**src/rtl/adc_level_hysteresis_debounce_unit_defines.svh**
```systemverilog
// Assertion macros for the level hysteresis/debounce unit.
`ifndef ADC_LEVEL_HYSTERESIS_DEBOUNCE_UNIT_DEFINES_SVH
`define ADC_LEVEL_HYSTERESIS_DEBOUNCE_UNIT_DEFINES_SVH

`ifndef NO_ASSERTIONS
`define ADCHD_ASSERT(name, clk, rst_n, prop) \
  name: assert property (@(posedge clk) disable iff (!rst_n) prop) \
    else $error("adchd assertion failed");
`define ADCHD_ASSERT_ALWAYS(name, clk, prop) \
  name: assert property (@(posedge clk) prop) \
    else $error("adchd assertion failed");
`else
`define ADCHD_ASSERT(name, clk, rst_n, prop)
`define ADCHD_ASSERT_ALWAYS(name, clk, prop)
`endif

`endif

```
**src/rtl/adchd_pkg.sv**
```systemverilog
package adchd_pkg;

  localparam int unsigned CHANNELS   = 14;
  localparam int unsigned LEVELS     = 33;
  localparam int unsigned SAMPLE_MAX = 4095;

  localparam int unsigned CHAN_W   = 4;
  localparam int unsigned SAMPLE_W = 12;
  localparam int unsigned LEVEL_W  = 6;
  localparam int unsigned STABLE_W = 8;
  localparam int unsigned COUNT_W  = 5;
  localparam int unsigned BAND_W   = 12;
  localparam int unsigned THR_W    = 4;

  localparam int unsigned STEP        = (SAMPLE_MAX + 1) / LEVELS;
  // ceil(2^SHIFT / STEP); exact floor division for every SAMPLE_W-bit sample
  localparam int unsigned RECIP_SHIFT = 2 * SAMPLE_W;
  localparam longint unsigned RECIP   = ((64'd1 << RECIP_SHIFT) + STEP - 1) / STEP;
  localparam int unsigned RECIP_W     = $clog2(RECIP + 1);
  localparam int unsigned CENTER_W    = STABLE_W + SAMPLE_W;

  localparam logic [STABLE_W-1:0] NO_LEVEL  = 8'hFF;
  localparam logic [COUNT_W-1:0]  COUNT_MAX = 5'd31;

  localparam logic [CHAN_W-1:0] RST_CHANNEL_COUNT     = 4'd0;
  localparam logic [BAND_W-1:0] RST_HYSTERESIS_BAND   = 12'd30;
  localparam logic [THR_W-1:0]  RST_CONFIRM_THRESHOLD = 4'd3;

  localparam int unsigned APB_ADDR_W = 4;
  localparam int unsigned APB_DATA_W = 32;

  typedef enum logic [1:0] {
    REG_CHANNEL_COUNT     = 2'd0,
    REG_HYSTERESIS_BAND   = 2'd1,
    REG_CONFIRM_THRESHOLD = 2'd2
  } reg_idx_e;

  typedef struct packed {
    logic [CHAN_W-1:0] channel_count;
    logic [BAND_W-1:0] hysteresis_band;
    logic [THR_W-1:0]  confirm_threshold;
  } cfg_t;

  typedef struct packed {
    logic               emit;
    logic [LEVEL_W-1:0] level;
  } decision_t;

endpackage

```
**src/rtl/adchd_regs.sv**
```systemverilog
module adchd_regs (
  input  logic                                clk_i,
  input  logic                                rst_ni,
  input  logic                                psel,
  input  logic                                penable,
  input  logic                                pwrite,
  input  logic [adchd_pkg::APB_ADDR_W-1:0]    paddr,
  input  logic [adchd_pkg::APB_DATA_W-1:0]    pwdata,
  output logic [adchd_pkg::APB_DATA_W-1:0]    prdata,
  output logic                                pready,
  output adchd_pkg::cfg_t                     cfg_o
);

  adchd_pkg::cfg_t      cfg_q, cfg_d;
  adchd_pkg::reg_idx_e  idx;
  logic                 wr_en;

  assign idx    = adchd_pkg::reg_idx_e'(paddr[3:2]);
  assign wr_en  = psel & penable & pwrite;
  assign pready = 1'b1;
  assign cfg_o  = cfg_q;

  always_comb begin
    cfg_d = cfg_q;
    if (wr_en) begin
      unique case (idx)
        adchd_pkg::REG_CHANNEL_COUNT:
          cfg_d.channel_count = pwdata[adchd_pkg::CHAN_W-1:0];
        adchd_pkg::REG_HYSTERESIS_BAND:
          cfg_d.hysteresis_band = pwdata[adchd_pkg::BAND_W-1:0];
        adchd_pkg::REG_CONFIRM_THRESHOLD:
          cfg_d.confirm_threshold = pwdata[adchd_pkg::THR_W-1:0];
        default: ;
      endcase
    end
  end

  always_comb begin
    unique case (idx)
      adchd_pkg::REG_CHANNEL_COUNT:
        prdata = adchd_pkg::APB_DATA_W'(cfg_q.channel_count);
      adchd_pkg::REG_HYSTERESIS_BAND:
        prdata = adchd_pkg::APB_DATA_W'(cfg_q.hysteresis_band);
      adchd_pkg::REG_CONFIRM_THRESHOLD:
        prdata = adchd_pkg::APB_DATA_W'(cfg_q.confirm_threshold);
      default:
        prdata = '0;
    endcase
  end

  always_ff @(posedge clk_i or negedge rst_ni) begin
    if (!rst_ni) begin
      cfg_q.channel_count     <= adchd_pkg::RST_CHANNEL_COUNT;
      cfg_q.hysteresis_band   <= adchd_pkg::RST_HYSTERESIS_BAND;
      cfg_q.confirm_threshold <= adchd_pkg::RST_CONFIRM_THRESHOLD;
    end else begin
      cfg_q <= cfg_d;
    end
  end

endmodule

```
**src/rtl/adchd_quant.sv**
```systemverilog
module adchd_quant (
  input  logic [adchd_pkg::SAMPLE_W-1:0] sample_i,
  output logic [adchd_pkg::LEVEL_W-1:0]  level_o
);

  localparam int unsigned PROD_W = adchd_pkg::SAMPLE_W + adchd_pkg::RECIP_W;
  localparam int unsigned QUOT_W = PROD_W - adchd_pkg::RECIP_SHIFT;

  logic [PROD_W-1:0] prod;
  logic [QUOT_W-1:0] quot;

  // divide by STEP through the reciprocal
  assign prod    = PROD_W'(sample_i) * PROD_W'(adchd_pkg::RECIP);
  assign quot    = prod[adchd_pkg::RECIP_SHIFT +: QUOT_W];
  assign level_o = (quot > QUOT_W'(adchd_pkg::LEVELS - 1))
                 ? adchd_pkg::LEVEL_W'(adchd_pkg::LEVELS - 1)
                 : adchd_pkg::LEVEL_W'(quot);

endmodule

```
**src/rtl/adchd_core.sv**
```systemverilog
module adchd_core #(
  parameter int unsigned CHANNELS = adchd_pkg::CHANNELS
) (
  input  logic                           clk_i,
  input  logic                           rst_ni,
  input  adchd_pkg::cfg_t                cfg_i,
  input  logic [adchd_pkg::CHAN_W-1:0]   channel_i,
  input  logic [adchd_pkg::SAMPLE_W-1:0] sample_i,
  input  logic                           update_i,
  output adchd_pkg::decision_t           dec_o
);

  localparam int unsigned IDX_W = (CHANNELS > 1) ? $clog2(CHANNELS) : 1;
  localparam int unsigned CMP_W = adchd_pkg::CHAN_W + 1;
  localparam int unsigned CW    = adchd_pkg::CENTER_W;

  logic [adchd_pkg::STABLE_W-1:0] stable_q [CHANNELS];
  logic [adchd_pkg::COUNT_W-1:0]  count_q  [CHANNELS];

  logic [adchd_pkg::LEVEL_W-1:0]  level;
  logic [IDX_W-1:0]               idx;
  logic                           in_range;
  logic [adchd_pkg::STABLE_W-1:0] prev;
  logic [adchd_pkg::COUNT_W-1:0]  cnt, cnt_inc;
  logic [CW-1:0]                  center, smp_ext, delta;
  logic                           near, differ, accept;

  adchd_quant u_quant (
    .sample_i (sample_i),
    .level_o  (level)
  );

  assign in_range = (CMP_W'(channel_i) < CMP_W'(cfg_i.channel_count))
                 && (CMP_W'(channel_i) < CMP_W'(CHANNELS));
  assign idx      = channel_i[IDX_W-1:0];
  assign prev     = stable_q[idx];
  assign cnt      = count_q[idx];

  assign center  = CW'(prev) * CW'(adchd_pkg::STEP) + CW'(adchd_pkg::STEP / 2);
  assign smp_ext = CW'(sample_i);
  assign delta   = (smp_ext >= center) ? (smp_ext - center) : (center - smp_ext);
  assign near    = delta < CW'(cfg_i.hysteresis_band);
  assign differ  = adchd_pkg::STABLE_W'(level) != prev;
  assign cnt_inc = (cnt == adchd_pkg::COUNT_MAX) ? cnt : cnt + 1'b1;
  assign accept  = cnt_inc > adchd_pkg::COUNT_W'(cfg_i.confirm_threshold);

  assign dec_o.emit  = in_range & ~near & differ & accept;
  assign dec_o.level = level;

  always_ff @(posedge clk_i or negedge rst_ni) begin
    if (!rst_ni) begin
      for (int i = 0; i < CHANNELS; i++) begin
        stable_q[i] <= adchd_pkg::NO_LEVEL;
        count_q[i]  <= '0;
      end
    end else if (update_i && in_range) begin
      if (near || !differ) begin
        count_q[idx] <= '0;
      end else if (accept) begin
        stable_q[idx] <= adchd_pkg::STABLE_W'(level);
        count_q[idx]  <= '0;
      end else begin
        count_q[idx] <= cnt_inc;
      end
    end
  end

endmodule

```
**src/rtl/adc_level_hysteresis_debounce_unit.sv**
```systemverilog
// Quantizes 12-bit slider samples to levels 0..32 (step 124) and reports a
// channel's level only after it has differed from the stored level more than
// confirm_threshold times in a row and lies outside the hysteresis band of the
// stored level's center. Takes one sample per clock while the output is not
// stalled: the per-channel state sits in flip-flops and is read, decided and
// written between the input register and the result register, with no
// bubbles between samples. No clearing pass after reset. Registers at APB byte
// addresses 0x0 channel_count, 0x4 hysteresis_band, 0x8 confirm_threshold;
// write them only while idle.
`include "adc_level_hysteresis_debounce_unit_defines.svh"

module adc_level_hysteresis_debounce_unit #(
  parameter int unsigned CHANNELS = adchd_pkg::CHANNELS
) (
  input  logic                             clk_i,
  input  logic                             rst_ni,
  input  logic                             psel,
  input  logic                             penable,
  input  logic                             pwrite,
  input  logic [adchd_pkg::APB_ADDR_W-1:0] paddr,
  input  logic [adchd_pkg::APB_DATA_W-1:0] pwdata,
  output logic [adchd_pkg::APB_DATA_W-1:0] prdata,
  output logic                             pready,
  input  logic                             s_axis_tvalid,
  output logic                             s_axis_tready,
  input  logic [15:0]                      s_axis_tdata,  // channel[3:0], sample[15:4]
  output logic                             m_axis_tvalid,
  input  logic                             m_axis_tready,
  output logic [15:0]                      m_axis_tdata   // event_channel[3:0], new_level[9:4]
);

  adchd_pkg::cfg_t      cfg;
  adchd_pkg::decision_t dec;

  logic                           s1_valid_q, s1_valid_d;
  logic [adchd_pkg::CHAN_W-1:0]   s1_chan_q;
  logic [adchd_pkg::SAMPLE_W-1:0] s1_smp_q;
  logic                           out_valid_q, out_valid_d;
  logic [adchd_pkg::CHAN_W-1:0]   out_chan_q;
  logic [adchd_pkg::LEVEL_W-1:0]  out_level_q;
  logic                           advance, in_fire, out_load;

  adchd_regs u_regs (
    .clk_i   (clk_i),
    .rst_ni  (rst_ni),
    .psel    (psel),
    .penable (penable),
    .pwrite  (pwrite),
    .paddr   (paddr),
    .pwdata  (pwdata),
    .prdata  (prdata),
    .pready  (pready),
    .cfg_o   (cfg)
  );

  adchd_core #(
    .CHANNELS (CHANNELS)
  ) u_core (
    .clk_i     (clk_i),
    .rst_ni    (rst_ni),
    .cfg_i     (cfg),
    .channel_i (s1_chan_q),
    .sample_i  (s1_smp_q),
    .update_i  (s1_valid_q & advance),
    .dec_o     (dec)
  );

  assign advance       = ~out_valid_q | m_axis_tready;
  assign s_axis_tready = ~s1_valid_q | advance;
  assign in_fire       = s_axis_tvalid & s_axis_tready;
  assign out_load      = advance & s1_valid_q & dec.emit;
  assign s1_valid_d    = s_axis_tready ? s_axis_tvalid : s1_valid_q;
  assign out_valid_d   = advance ? (s1_valid_q & dec.emit) : out_valid_q;

  assign m_axis_tvalid = out_valid_q;
  assign m_axis_tdata  = {6'b0, out_level_q, out_chan_q};

  always_ff @(posedge clk_i or negedge rst_ni) begin
    if (!rst_ni) begin
      s1_valid_q  <= 1'b0;
      out_valid_q <= 1'b0;
    end else begin
      s1_valid_q  <= s1_valid_d;
      out_valid_q <= out_valid_d;
    end
  end

  always_ff @(posedge clk_i) begin
    if (in_fire) begin
      s1_chan_q <= s_axis_tdata[3:0];
      s1_smp_q  <= s_axis_tdata[15:4];
    end
    if (out_load) begin
      out_chan_q  <= s1_chan_q;
      out_level_q <= dec.level;
    end
  end

  `ADCHD_ASSERT(a_out_from_stage, clk_i, rst_ni, $rose(out_valid_q) |-> $past(s1_valid_q))
  `ADCHD_ASSERT(a_stall_only_full, clk_i, rst_ni, !s_axis_tready |-> s1_valid_q && out_valid_q)
  `ADCHD_ASSERT(a_event_range, clk_i, rst_ni, out_valid_q |-> (out_chan_q < adchd_pkg::CHAN_W'(CHANNELS) || CHANNELS == 16) && out_level_q <= adchd_pkg::LEVEL_W'(adchd_pkg::LEVELS - 1))
  `ADCHD_ASSERT_ALWAYS(a_reset_quiet, clk_i, !rst_ni |-> !m_axis_tvalid && s_axis_tready)

endmodule

```
**config.mk**
```make
export PLATFORM = sky130hd
export DESIGN_NAME = adc_level_hysteresis_debounce_unit
export DESIGN_NICKNAME = d
export VERILOG_FILES = /design/src/rtl/adchd_pkg.sv /design/src/rtl/adchd_regs.sv /design/src/rtl/adchd_quant.sv /design/src/rtl/adchd_core.sv /design/src/rtl/adc_level_hysteresis_debounce_unit.sv
export VERILOG_INCLUDE_DIRS = /design/src /design/src/rtl
export SDC_FILE = /design/constraint.sdc
export NUM_CORES = 1
export LEC_CHECK = 0
export BUFFER_PORTS_ARGS = -buffer_cell sky130_fd_sc_hd__buf_2
export CELL_PAD_IN_SITES_DETAIL_PLACEMENT = 1
export CELL_PAD_IN_SITES_GLOBAL_PLACEMENT = 1
export CORE_MARGIN = 2
export CORE_UTILIZATION = 55
export CTS_BUF_LIST = sky130_fd_sc_hd__clkbuf_4
export DETAILED_ROUTE_END_ITERATION = 8
export GPL_TIMING_DRIVEN = 0
export PLACE_DENSITY_LB_ADDON = 0.1
export SYNTH_ARGS = -nofsm -noshare
export SYNTH_HDL_FRONTEND = slang
export SYNTH_HIERARCHICAL = 1
export SYNTH_SLANG_ARGS = --single-unit
```
**constraint.sdc**
```tcl
create_clock -name clk_i -period 20.6 [get_ports clk_i]
set_clock_uncertainty 0.15 [all_clocks]
set_input_delay 2.06 -clock clk_i [delete_from_list [all_inputs] [get_ports clk_i]]
set_output_delay 2.06 -clock clk_i [all_outputs]
set_load 0.01 [all_outputs]
```
==> results.yml <==
yosys:
  ys_seq_elements: 216
  synth_compound_area_frac: 0.1394
  synthFlopType: "dfstp_2"
  synth_area_um2: 14830
  synthXorXnorAreaFrac: 0.02473
  yosysUniqueCellTypes: 89
  synth_top_area_cell: "dfstp_2"
  synth_edf_count: 26
  syn_inst: 1349
  synth_area_leaders: "dfstp_2, dfrtp_1, ha_1, mux2_2, mux4_2"
  synth_warnings: 6
  synthArstFlopShare: 0.8796
  synth_top_family_by_area: "multiplexers"
  avgSynthCellArea_um2: 10.99
  synthMuxAreaShare: 0.1415
  synthDominantCellAreaShare: 0.1843
  synth.yosys.seq_area_share: 0.3821
  yosys.area_share.simple: 0.1165
  synthAdderAreaFrac: 0.1387
global_routing:
  grt_usage: 0.2946
  overflow: 0
  antenna_found_initial: 1
  grt_pass1_vias: 12128
  grt_max_degree: 103
  grt_pass1_wl_um: 65700
timing:
  post-route-period-util: 0.6369
  fin_setup_tns_ns: 0
  hold_violations: 0
  fin_crit_ns: 13.12
  slew_violations: 0
  relSlewSlack: 0.2263
  holdWs_ns: 0.3331
  tightest_slew_ns: 1.154
  setup_viol: 0
  fmax_mhz: 76.22
  rsz0062_at_grt: "no"
clocking:
  numCtsBuffers: 56
  clk_latency_ns: 0.71
  cts_max_path_buffers: 3
  cts.clk_slew.worst_paths_ns: 0.07
  post-cts-setup-buffers: 0
  hold_buffers: 0
  cts_htree_levels: 2
  cts_root_buf: "clkbuf_4"
  cts_tree: "yes"
  cts.sinks: 216
  cts_resized: 0
die:
  core_area_um2: 26730
  die_h_um: 168.2
  initial_core_util: 0.5548
  row_count: 60
  io_pins: 110
  die_x_um: 168.2
  dieArea_um2: 28290
route:
  vias: 11119
  dr.max_layer_used: "met4"
  wl_met2_um: 20620
  first_pass_iters: 5
  wl_met1_um: 17370
  drt-initial-drc-count: 440
  via_per_inst: 5.924
  wl_per_cell_um: 21.67
  drc: 0
  ant_nets: 0
  wirelength_um: 40680
  met3WireLength_um: 1738
worst_setup_path:
  crit_path_top_delay_cell: "a211oi_1"
  endpoint_kind: "flip-flop"
  required_ns: 20.75
  crit_arrival_ns: 13.27
  critPathMaxFanout: 10
  start_kind: "flip-flop"
  slowest_delay_ns: 0.96
  crit_type: "reg -> reg"
  critPathMostFrequentCell: "inv_1"
final_layout:
  fin_nets: 1700
  fill_cells: 2899
  layout-area-overhead-vs-synth_pct: 11.07
  instances_no_fill: 1877
  drive_gt1_frac: 0.3101
flow_run:
  maxCapViolCount: 0
power_and_ir_drop:
  p_leak_nw: 7.721
  irDropWorstVdd_mv: 0.1225
  pwr_density_cell_nw_per_um2: 176.9
placed_design:
  routabilityCongestion: 0.8248
  port_buffers: 59
  place_hpwl_um: 30820
  dpl.cell_count: 1774
status:
  status: "finished clean"
min_path:
  worstHoldPathType: "reg -> reg"
-- stage by stage --
step	utilization	setup WS [ns]	area (µm²)	power, mW
after detailed placement	0.5866	7.535	15680	2.497
after global placement	0.5852	7.855	15640	2.397
final	0.6162	7.480	16470	2.913
after CTS	0.6161	7.462	16470	2.928
after global routing	0.6162	6.503	16470	3.186
after floorplan	-	10.57	14920	2.010
-- state kept, by name, summed over array words and instances, names as in the netlist --
register	cells
u_regs/cfg_o	20
s1_smp_q	12
out_level_q	6
out_chan_q	4
s1_chan_q	4
u_core/count_q	70
u_core/stable_q	98
s1_valid_q	1
m_axis_tvalid	1
-- final timing paths --
kind / start / to / slack, ns / cells past startpoint
max in group asynchronous: rst_ni / u_core/stable_q[12] / 18.07 / 2
worst max-delay path: s1_chan_q[1] / out_chan_q[0] / 7.48 / 44
worst max register to register: s1_chan_q[1] / out_chan_q[0] / 7.48 / 44
worst min register to register: u_core/stable_q[33] / u_core/stable_q[33] / 0.33 / 1
worst min-delay path: u_core/stable_q[33] / u_core/stable_q[33] / 0.33 / 1
min in group asynchronous: rst_ni / u_core/count_q[25] / 1.25 / 1
-- placed cells by master, fill, tap and decap left out, types with 20 or more instances in the layout --
master     instances
ha_1             126
inv_1            107
dfstp_2          104
nand2_1           93
clkbuf_4          91
dfrtp_1           86
mux2_2            82
o21ai_0           72
buf_2             68
a21oi_1           68
o2bb2ai_1         48
and2_1            44
nor2_1            37
mux4_2            36
buf_4             30
nand3_1           29
clkbuf_1          28
conb_1            27
edfxtp_1          26
fa_1              24
xnor2_1           23
a21o_1            22
mux2i_1           20
-- worst max-delay path: cells and delay by family (launching register included) --
family / cells / cell delay, ns
buffers and inverters: 11 / 3.11
xor gates and xnor gates: 1 / 0.27
muxes: 2 / 0.78
and+or+nand+nor: 10 / 2.16
adders and majority gates: 6 / 2.08
AOI/OAI and AO/OA: 14 / 3.64
DFF: 1 / 0.47
-- synthesized netlist by cell type, drive strengths merged (4+ instances only) --
cell type	count
ha	126
inv	107
dfstp	104
nand2	103
mux2	92
dfrtp	86
o21ai	73
a21oi	68
o2bb2ai	48
buf	47
and2	45
nor2	37
mux4	36
nand3	30
clkbuf	28
edfxtp	26
fa	24
xnor2	23
a21o	22
mux2i	21
xor2	18
nor2b	17
nor3	16
and3	15
nand4	14
o211ai	10
nand2b	9
a211oi	8
nor3b	8
o21bai	6
a221oi	5
o2111ai	5
o21a	5
a21boi	4
a41o	4
nand3b	4
-- final cells by class --
cell class,instances,area [µm²],share of cell area
tap,341,426.7,0.02591
sequential,216,5665,0.3440
clock inverter,11,106.4,0.006458
multi-input combinational,974,8417,0.5111
buffer,75,429.2,0.02606
antenna,1,2.502,0.0001520
inverter,108,405.4,0.02462
timing repair buffer,60,332.8,0.02021
clock buffer,91,683.2,0.04148
-- cells by family after synthesis --
| kind of cell | count (synthesis) |
|---|---|
| AOI/OAI and AO/OA | 292 |
| xor gates and xnor gates | 41 |
| adders and majority gates | 150 |
| buffers and inverters | 183 |
| DFF | 216 |
| muxes | 149 |
| other | 3 |
| and+or+nand+nor | 315 |
-- power breakdown --
part	switching [mW]	leakage, nW	internal (mW)
combinational	1.13	4.77	0.763
sequential	0.0567	2.49	0.559
clock	0.184	0.468	0.225
total	1.37	7.72	1.55
-- metal layers --
| metal | GRT usage | up-vias |
|---|---|---|
| met2 | 0.5313 | 245 |
| li1 | - | 5144 |
| met1 | 0.3647 | 5669 |
| met4 | 0.08996 | 0 |
| met5 | 0 | - |
| met3 | 0.04701 | 61 |
(Power assumes the default switching activity.)
